**src/lcd_decimal_nibble_writer_macros.svh**
```systemverilog
`ifndef LCD_DECIMAL_NIBBLE_WRITER_MACROS_SVH
`define LCD_DECIMAL_NIBBLE_WRITER_MACROS_SVH

// same-cycle implication, checked on clk outside reset
`define LDNW_ASSERT_NOW(label, ante, cons) \
  label: assert property (@(posedge clk) disable iff (rst) (ante) |-> (cons)) \
    else $error("lcd_decimal_nibble_writer: check failed");

// next-cycle implication, checked on clk outside reset
`define LDNW_ASSERT_NEXT(label, ante, cons) \
  label: assert property (@(posedge clk) disable iff (rst) (ante) |=> (cons)) \
    else $error("lcd_decimal_nibble_writer: check failed");

`endif

```
**src/ldnw_pkg.sv**
```systemverilog
`timescale 1ns / 1ps

package ldnw_pkg;

  localparam int NUM_BITS = 32;
  localparam int DIGITS   = 10;
  localparam int PTR_W    = $clog2(DIGITS);
  localparam int CNT_W    = $clog2(NUM_BITS);

  localparam logic [7:0] ASCII_ZERO  = 8'd48;
  localparam logic [7:0] ASCII_MINUS = 8'd45;

  typedef enum logic [1:0] {
    REQ_NUMBER  = 2'd0,
    REQ_COMMAND = 2'd1,
    REQ_CHAR    = 2'd2,
    REQ_UNUSED  = 2'd3
  } req_t;

  typedef enum logic [1:0] {
    ST_IDLE,
    ST_CONVERT,
    ST_SCAN,
    ST_EMIT
  } state_t;

  typedef struct packed {
    logic load_num;
    logic load_code;
    logic code_is_data;
    logic convert;
    logic scan_dec;
    logic first_char;
    logic emit;
    logic next_char;
  } ctl_cmd_t;

  typedef struct packed {
    logic conv_done;
    logic lead_zero;
    logic phase_end;
    logic more;
  } ctl_stat_t;

endpackage

```
**src/ldnw_datapath.sv**
```systemverilog
`timescale 1ns / 1ps

module ldnw_datapath
  import ldnw_pkg::*;
(
  input  logic                       clk,
  input  logic                       rst,
  input  ctl_cmd_t                   cmd,
  output ctl_stat_t                  stat,
  input  logic signed [NUM_BITS-1:0] number,
  input  logic [7:0]                 code_byte,
  output logic [7:0]                 expander_byte,
  output logic                       last,
  output logic                       strobe
);

  logic [NUM_BITS-1:0]  mag;
  logic [DIGITS-1:0][3:0] bcd;
  logic [DIGITS-1:0][3:0] bcd_adj;
  logic [CNT_W-1:0]     bit_cnt;
  logic [PTR_W-1:0]     ptr;
  logic [PTR_W-1:0]     sel_ptr;
  logic [1:0]           phase;
  logic [7:0]           cur;
  logic                 is_data;
  logic                 neg;
  logic                 num_mode;
  logic                 sign_stage;
  logic [3:0]           digit;
  logic [7:0]           digit_char;
  logic [7:0]           next_digit_char;
  logic [3:0]           nibble;

  always_comb begin
    for (int i = 0; i < DIGITS; i++) begin
      bcd_adj[i] = (bcd[i] >= 4'd5) ? bcd[i] + 4'd3 : bcd[i];
    end
  end

  // after the sign the pointer already sits on the first digit
  assign sel_ptr         = sign_stage ? ptr : ptr - PTR_W'(1);
  assign digit           = bcd[ptr];
  assign digit_char      = ASCII_ZERO + {4'h0, digit};
  assign next_digit_char = ASCII_ZERO + {4'h0, bcd[sel_ptr]};
  assign nibble          = phase[1] ? cur[3:0] : cur[7:4];

  assign stat.conv_done = (bit_cnt == CNT_W'(NUM_BITS - 1));
  assign stat.lead_zero = (digit == 4'd0) && (ptr != '0);
  assign stat.phase_end = (phase == 2'd3);
  assign stat.more      = num_mode && (sign_stage || ptr != '0);

  always_ff @(posedge clk) begin
    if (cmd.load_num) begin
      neg      <= number[NUM_BITS-1];
      mag      <= number[NUM_BITS-1] ? NUM_BITS'(-number) : NUM_BITS'(number);
      bcd      <= '0;
      bit_cnt  <= '0;
      ptr      <= PTR_W'(DIGITS - 1);
      num_mode <= 1'b1;
      is_data  <= 1'b1;
    end
    if (cmd.load_code) begin
      cur        <= code_byte;
      is_data    <= cmd.code_is_data;
      num_mode   <= 1'b0;
      sign_stage <= 1'b0;
    end
    if (cmd.convert) begin
      {bcd, mag} <= {bcd_adj, mag} << 1;
      bit_cnt    <= bit_cnt + CNT_W'(1);
    end
    if (cmd.scan_dec) begin
      ptr <= ptr - PTR_W'(1);
    end
    if (cmd.first_char) begin
      sign_stage <= neg;
      cur        <= neg ? ASCII_MINUS : digit_char;
    end
    if (cmd.next_char) begin
      cur        <= next_digit_char;
      sign_stage <= 1'b0;
      ptr        <= sel_ptr;
    end
    if (cmd.load_num || cmd.load_code) begin
      phase <= 2'd0;
    end else if (cmd.emit) begin
      phase <= phase + 2'd1;
    end
    if (cmd.emit) begin
      expander_byte <= {nibble, 1'b1, ~phase[0], 1'b0, is_data};
      last          <= stat.phase_end && !stat.more;
    end
  end

  always_ff @(posedge clk) begin
    if (rst) begin
      strobe <= 1'b0;
    end else begin
      strobe <= cmd.emit;
    end
  end

endmodule

```
**src/ldnw_ctrl.sv**
```systemverilog
`timescale 1ns / 1ps

module ldnw_ctrl
  import ldnw_pkg::*;
(
  input  logic       clk,
  input  logic       rst,
  input  logic       start,
  input  logic [1:0] req_type,
  input  ctl_stat_t  stat,
  output ctl_cmd_t   cmd,
  output logic       busy
);

  state_t state;
  state_t state_next;

  always_ff @(posedge clk) begin
    if (rst) begin
      state <= ST_IDLE;
    end else begin
      state <= state_next;
    end
  end

  assign busy = (state != ST_IDLE);

  always_comb begin
    state_next = state;
    cmd        = '0;
    case (state)
      ST_IDLE: begin
        if (start) begin
          case (req_t'(req_type))
            REQ_NUMBER: begin
              cmd.load_num = 1'b1;
              state_next   = ST_CONVERT;
            end
            REQ_COMMAND: begin
              cmd.load_code = 1'b1;
              state_next    = ST_EMIT;
            end
            REQ_CHAR: begin
              cmd.load_code    = 1'b1;
              cmd.code_is_data = 1'b1;
              state_next       = ST_EMIT;
            end
            default: state_next = ST_IDLE;
          endcase
        end
      end
      ST_CONVERT: begin
        cmd.convert = 1'b1;
        if (stat.conv_done) begin
          state_next = ST_SCAN;
        end
      end
      ST_SCAN: begin
        if (stat.lead_zero) begin
          cmd.scan_dec = 1'b1;
        end else begin
          cmd.first_char = 1'b1;
          state_next     = ST_EMIT;
        end
      end
      ST_EMIT: begin
        cmd.emit = 1'b1;
        if (stat.phase_end) begin
          if (stat.more) begin
            cmd.next_char = 1'b1;
          end else begin
            state_next = ST_IDLE;
          end
        end
      end
      default: state_next = ST_IDLE;
    endcase
  end

endmodule

```
**src/lcd_decimal_nibble_writer.sv**
```systemverilog
`timescale 1ns / 1ps
// Turns one request into expander bytes for a 4-bit character display:
// a signed decimal number, a command byte or a character byte. Each display
// byte goes out as four bytes (high nibble with enable set, then clear, then
// the low nibble likewise), one per cycle on expander_byte with strobe high
// for that single cycle; last marks the final byte of the transaction. The
// receiver cannot stall, so it must take a byte in every strobe cycle.
// A command or character keeps busy high while its four bytes go out. A
// number keeps it high through the binary-to-BCD conversion (one bit a
// cycle), a scan past the leading zero digits, then the printed characters
// (sign plus digits), each sent as four bytes. Output bytes appear in the
// cycle after the internal sequencer emits them. Request type 3 is accepted
// and produces nothing.

`include "lcd_decimal_nibble_writer_macros.svh"

module lcd_decimal_nibble_writer
  import ldnw_pkg::*;
(
  input  logic                       clk,
  input  logic                       rst,
  input  logic                       start,
  output logic                       busy,
  input  logic [1:0]                 req_type,
  input  logic signed [NUM_BITS-1:0] number,
  input  logic [7:0]                 code_byte,
  output logic                       strobe,
  output logic [7:0]                 expander_byte,
  output logic                       last
);

  ctl_cmd_t  cmd;
  ctl_stat_t stat;

  ldnw_ctrl u_ctrl (
    .clk      (clk),
    .rst      (rst),
    .start    (start),
    .req_type (req_type),
    .stat     (stat),
    .cmd      (cmd),
    .busy     (busy)
  );

  ldnw_datapath u_datapath (
    .clk           (clk),
    .rst           (rst),
    .cmd           (cmd),
    .stat          (stat),
    .number        (number),
    .code_byte     (code_byte),
    .expander_byte (expander_byte),
    .last          (last),
    .strobe        (strobe)
  );

  `LDNW_ASSERT_NOW(a_last_when_idle, strobe && last, !busy)
  `LDNW_ASSERT_NEXT(a_gap_after_last, strobe && last, !strobe)
  `LDNW_ASSERT_NEXT(a_stream_unbroken, strobe && !last, strobe)
  `LDNW_ASSERT_NEXT(a_unused_type_idle, start && !busy && req_type == REQ_UNUSED, !busy)

endmodule
```
**config.mk**
```make
export PLATFORM = sky130hd
export DESIGN_NAME = lcd_decimal_nibble_writer
export DESIGN_NICKNAME = d
export VERILOG_FILES = /design/src/ldnw_pkg.sv /design/src/ldnw_datapath.sv /design/src/ldnw_ctrl.sv /design/src/lcd_decimal_nibble_writer.sv
export VERILOG_INCLUDE_DIRS = /design/src /design/src/src
export SDC_FILE = /design/constraint.sdc
export NUM_CORES = 1
export LEC_CHECK = 0
export ABC_AREA = 1
export BUFFER_PORTS_ARGS = -buffer_cell sky130_fd_sc_hd__buf_2
export CAP_MARGIN = 15
export CORE_MARGIN = 3
export CORE_UTILIZATION = 55
export DETAILED_ROUTE_END_ITERATION = 7
export GPL_ROUTABILITY_DRIVEN = 1
export PLACE_DENSITY = 0.77
export SYNTH_ARGS = -nofsm -noshare
export SYNTH_HDL_FRONTEND = slang
export SYNTH_SLANG_ARGS = --single-unit
```
**constraint.sdc**
```tcl
create_clock -name clk -period 3.1 [get_ports clk]
set_clock_uncertainty 0.05 [all_clocks]
set_input_delay 0.31 -clock clk [delete_from_list [all_inputs] [get_ports clk]]
set_output_delay 0.31 -clock clk [all_outputs]
set_load 0.01 [all_outputs]
```
==> run_results.csv <==
group,metric,value,unit
outcome,status,"complete, no violations",
min_path,worstHoldPathType,"in -> reg",
cts,clk_pin_slew,0.07,ns
route,first_pass_iters,5,
cells_and_area,drive_above_1_share,10.9,%
power,power_leakage,3.35,nW
sta,min_period_over_period,87.6,%
critical_path,start_kind,"flop",
cells_and_area,ff_latch_area,3070,sq um
cts,htree_levels,3,
cells_and_area,multiInputGateArea,3280,sq um
die,pin_count,56,
cts,cts_tree,"done",
synthesis,syn_nets,951,
route,num_vias,5937,
sta,period_needed,2.72,ns
sta,rsz0062_at_grt,"no",
synthesis,async_flop_share,0,%
critical_path,rrSetupSlack,0.38,ns
critical_path,cp-end-kind,"flop",
cells_and_area,finalNonFillerCells,1091,
critical_path,arrival,2.87,ns
synthesis,syn_area_per_cell,7.90,sq um
critical_path,crit_chain,"inv_1 -> ha_1 -> nand3_1 -> nor2_1 -> inv_1 -> or4_1 -> o21ai_0",
critical_path,max_stage_delay,0.76,ns
grt,grt_pass1_wl,25400,um
sta,slew_viol_final,0,
sta,tns,0,ns
cts,clock_latency,0.35,ns
critical_path,required,3.25,ns
synthesis,ys_seq_elements,105,
grt,grt.total_usage,22.2,%
critical_path,path_max_fanout,12,
cts,ctsHoldBuffers,0,
route,wl,15300,um
die,initial_core_util,56.7,%
die,fp-row-count,40,
place,postPlaceCellArea,7320,sq um
synthesis,yosys_warnings,0,
critical_path,crit_type,"reg -> reg",
route,wl_per_cell,14.1,um
grt,grt_overflow,0,
cts,numCtsBuffers,9,
route,vias_per_cell,5.44,
grt,antenna_found_initial,0,
sta,holdWs,0.0794,ns
critical_path,cpMostUsedCell,"inv_1",
critical_path,critPathBufInv,2,
sta,max_freq,0.368,GHz
place,placed_cells,1075,
grt,grt_max_degree,67,
cells_and_area,diodes,0,
cts,cts_sinks,105,
synthesis,synth_edf_count,97,
place,hpwlAfterDp,11100,um
sta,tightestPinTransition,0.987,ns
die,die_area,13900,sq um
route,drtIter0Drc,620,
critical_path,cp_slowest_cell,"nor2_1",
synthesis,ys_types,47,
sta,hold_violations,0,
critical_path,path_delay_family,"simple AND/OR/NAND/NOR gates",
place,gp_congestion,0.936,
die,design.core.area,12200,sq um
cells_and_area,nNetsFinal,996,
route,ant_nets,0,
synthesis,synth_area,6900,sq um
place,portBuffers,53,
cells_and_area,area_growth,10.8,%
synthesis,yosysMostFrequentCell,"nand2_1",
die,fp.dieW,118,um
synthesis,yosys.area.top_type,"edfxtp_1",
job,max_cap_viol_count,0,
synthesis,synth_area_leaders,"edfxtp_1, nand2_1, o21ai_0, ha_1, inv_1",
synthesis,yosysTopAreaCellShare,42.2,%
power,vdd_drop_max,366,uV
synthesis,netlist_top_cells_count,"nand2_1, inv_1, edfxtp_1",
cts,clockRootBuffer,"clkbuf_16",
synthesis,syn_inst,873,
power,powerDensity,836,nW/um^2
sta,slew_headroom,34.0,%
cts,clockBufferDepth,2,
grt,grt_pass1_vias,5392,
route,drc,0,
cells_and_area,finalInstanceArea,7640,sq um
cells_and_area,fillers,1095,
synthesis,yosysSeqAreaShare,44.5,%
die,dieHeight,118,um
synthesis,synthFlopType,"edfxtp_1",
cts,cts_resized,0,
sta,setup_violations,0,
cells_and_area,final_util,62.8,%
cts,cts_setup_buffers,0,
worst paths after layout:
kind | cells after the start | endpoint | startpoint
min reg2reg | 0 | u_datapath.expander_byte[0] | u_datapath.is_data
max | 7 | u_datapath.mag[31] | u_ctrl.state[0]
min | 2 | u_datapath.strobe | rst
max reg2reg | 7 | u_datapath.mag[31] | u_ctrl.state[0]
flip-flops by register name, indices dropped and copies added (netlist names):
signal                    cells
u_ctrl.state                  2
u_datapath.bcd               40
u_datapath.bit_cnt            5
u_datapath.cur                8
u_datapath.expander_byte      6
u_datapath.is_data            1
u_datapath.last               1
u_datapath.mag               32
u_datapath.neg                1
u_datapath.num_mode           1
u_datapath.phase              2
u_datapath.ptr                4
u_datapath.sign_stage         1
u_datapath.strobe             1
final cells by class:
type	count	share of cell area, %
multi-input cells	629	42.9
flip-flops and latches	105	40.2
inverters	111	5.45
repair buffers	62	4.52
clock buffers	10	3.00
well taps	168	2.75
clock inverters	6	1.18
layer usage:
| layer | part of all wire, % | up-vias | GRT usage (%) |
|---|---|---|---|
| met5 | 0 | - | 0 |
| met4 | 2.5 | 0 | 8.06 |
| met3 | 6.3 | 33 | 4.52 |
| met2 | 46 | 204 | 35.6 |
| met1 | 45 | 2686 | 30.0 |
| li1 | - | 3014 | - |
logic make-up after synthesis:
| family | Yosys count | share of synthesized area [%] |
|---|---|---|
| xor+xnor | 21 | 2.77 |
| fa+ha+maj | 33 | 5.98 |
| simple gates | 399 | 24.2 |
| buf+inv | 139 | 8.09 |
| compound gates | 170 | 13.6 |
| other cells | 2 | 0.109 |
| flops | 105 | 44.5 |
| mux | 4 | 0.653 |
layout by cell type, fill, tap and decap left out, types with 5 or more instances in the layout:
cell type,Yosys,layout
a21oi_1,42,42
buf_2,8,53
buf_4,3,8
clkbuf_16,0,9
dfxtp_1,8,8
edfxtp_1,97,97
ha_1,33,32
inv_1,104,104
inv_2,6,6
nand2_1,218,217
nand3_1,65,65
nand4_1,5,5
nor2_1,85,85
nor3_1,8,8
o211ai_1,14,14
o21ai_0,87,87
o21ai_1,9,9
xor2_1,18,18
where the power goes:
part | switching, mW | internal [mW]
combinational | 1.71 | 0.835
sequential | 0.354 | 2.27
clock | 0.517 | 0.711
per-stage QoR:
stage / power, mW / worst slack, ns
3_5_place_dp: 5.16 / 0.403
3_3_place_gp: 5.11 / 0.513
4_1_cts: 6.41 / 0.379
2_1_floorplan: 4.47 / 0.717
6_report: 6.39 / 0.383
5_1_grt: 6.92 / 0.196
Note: power is estimated with default switching activity, not from simulation.
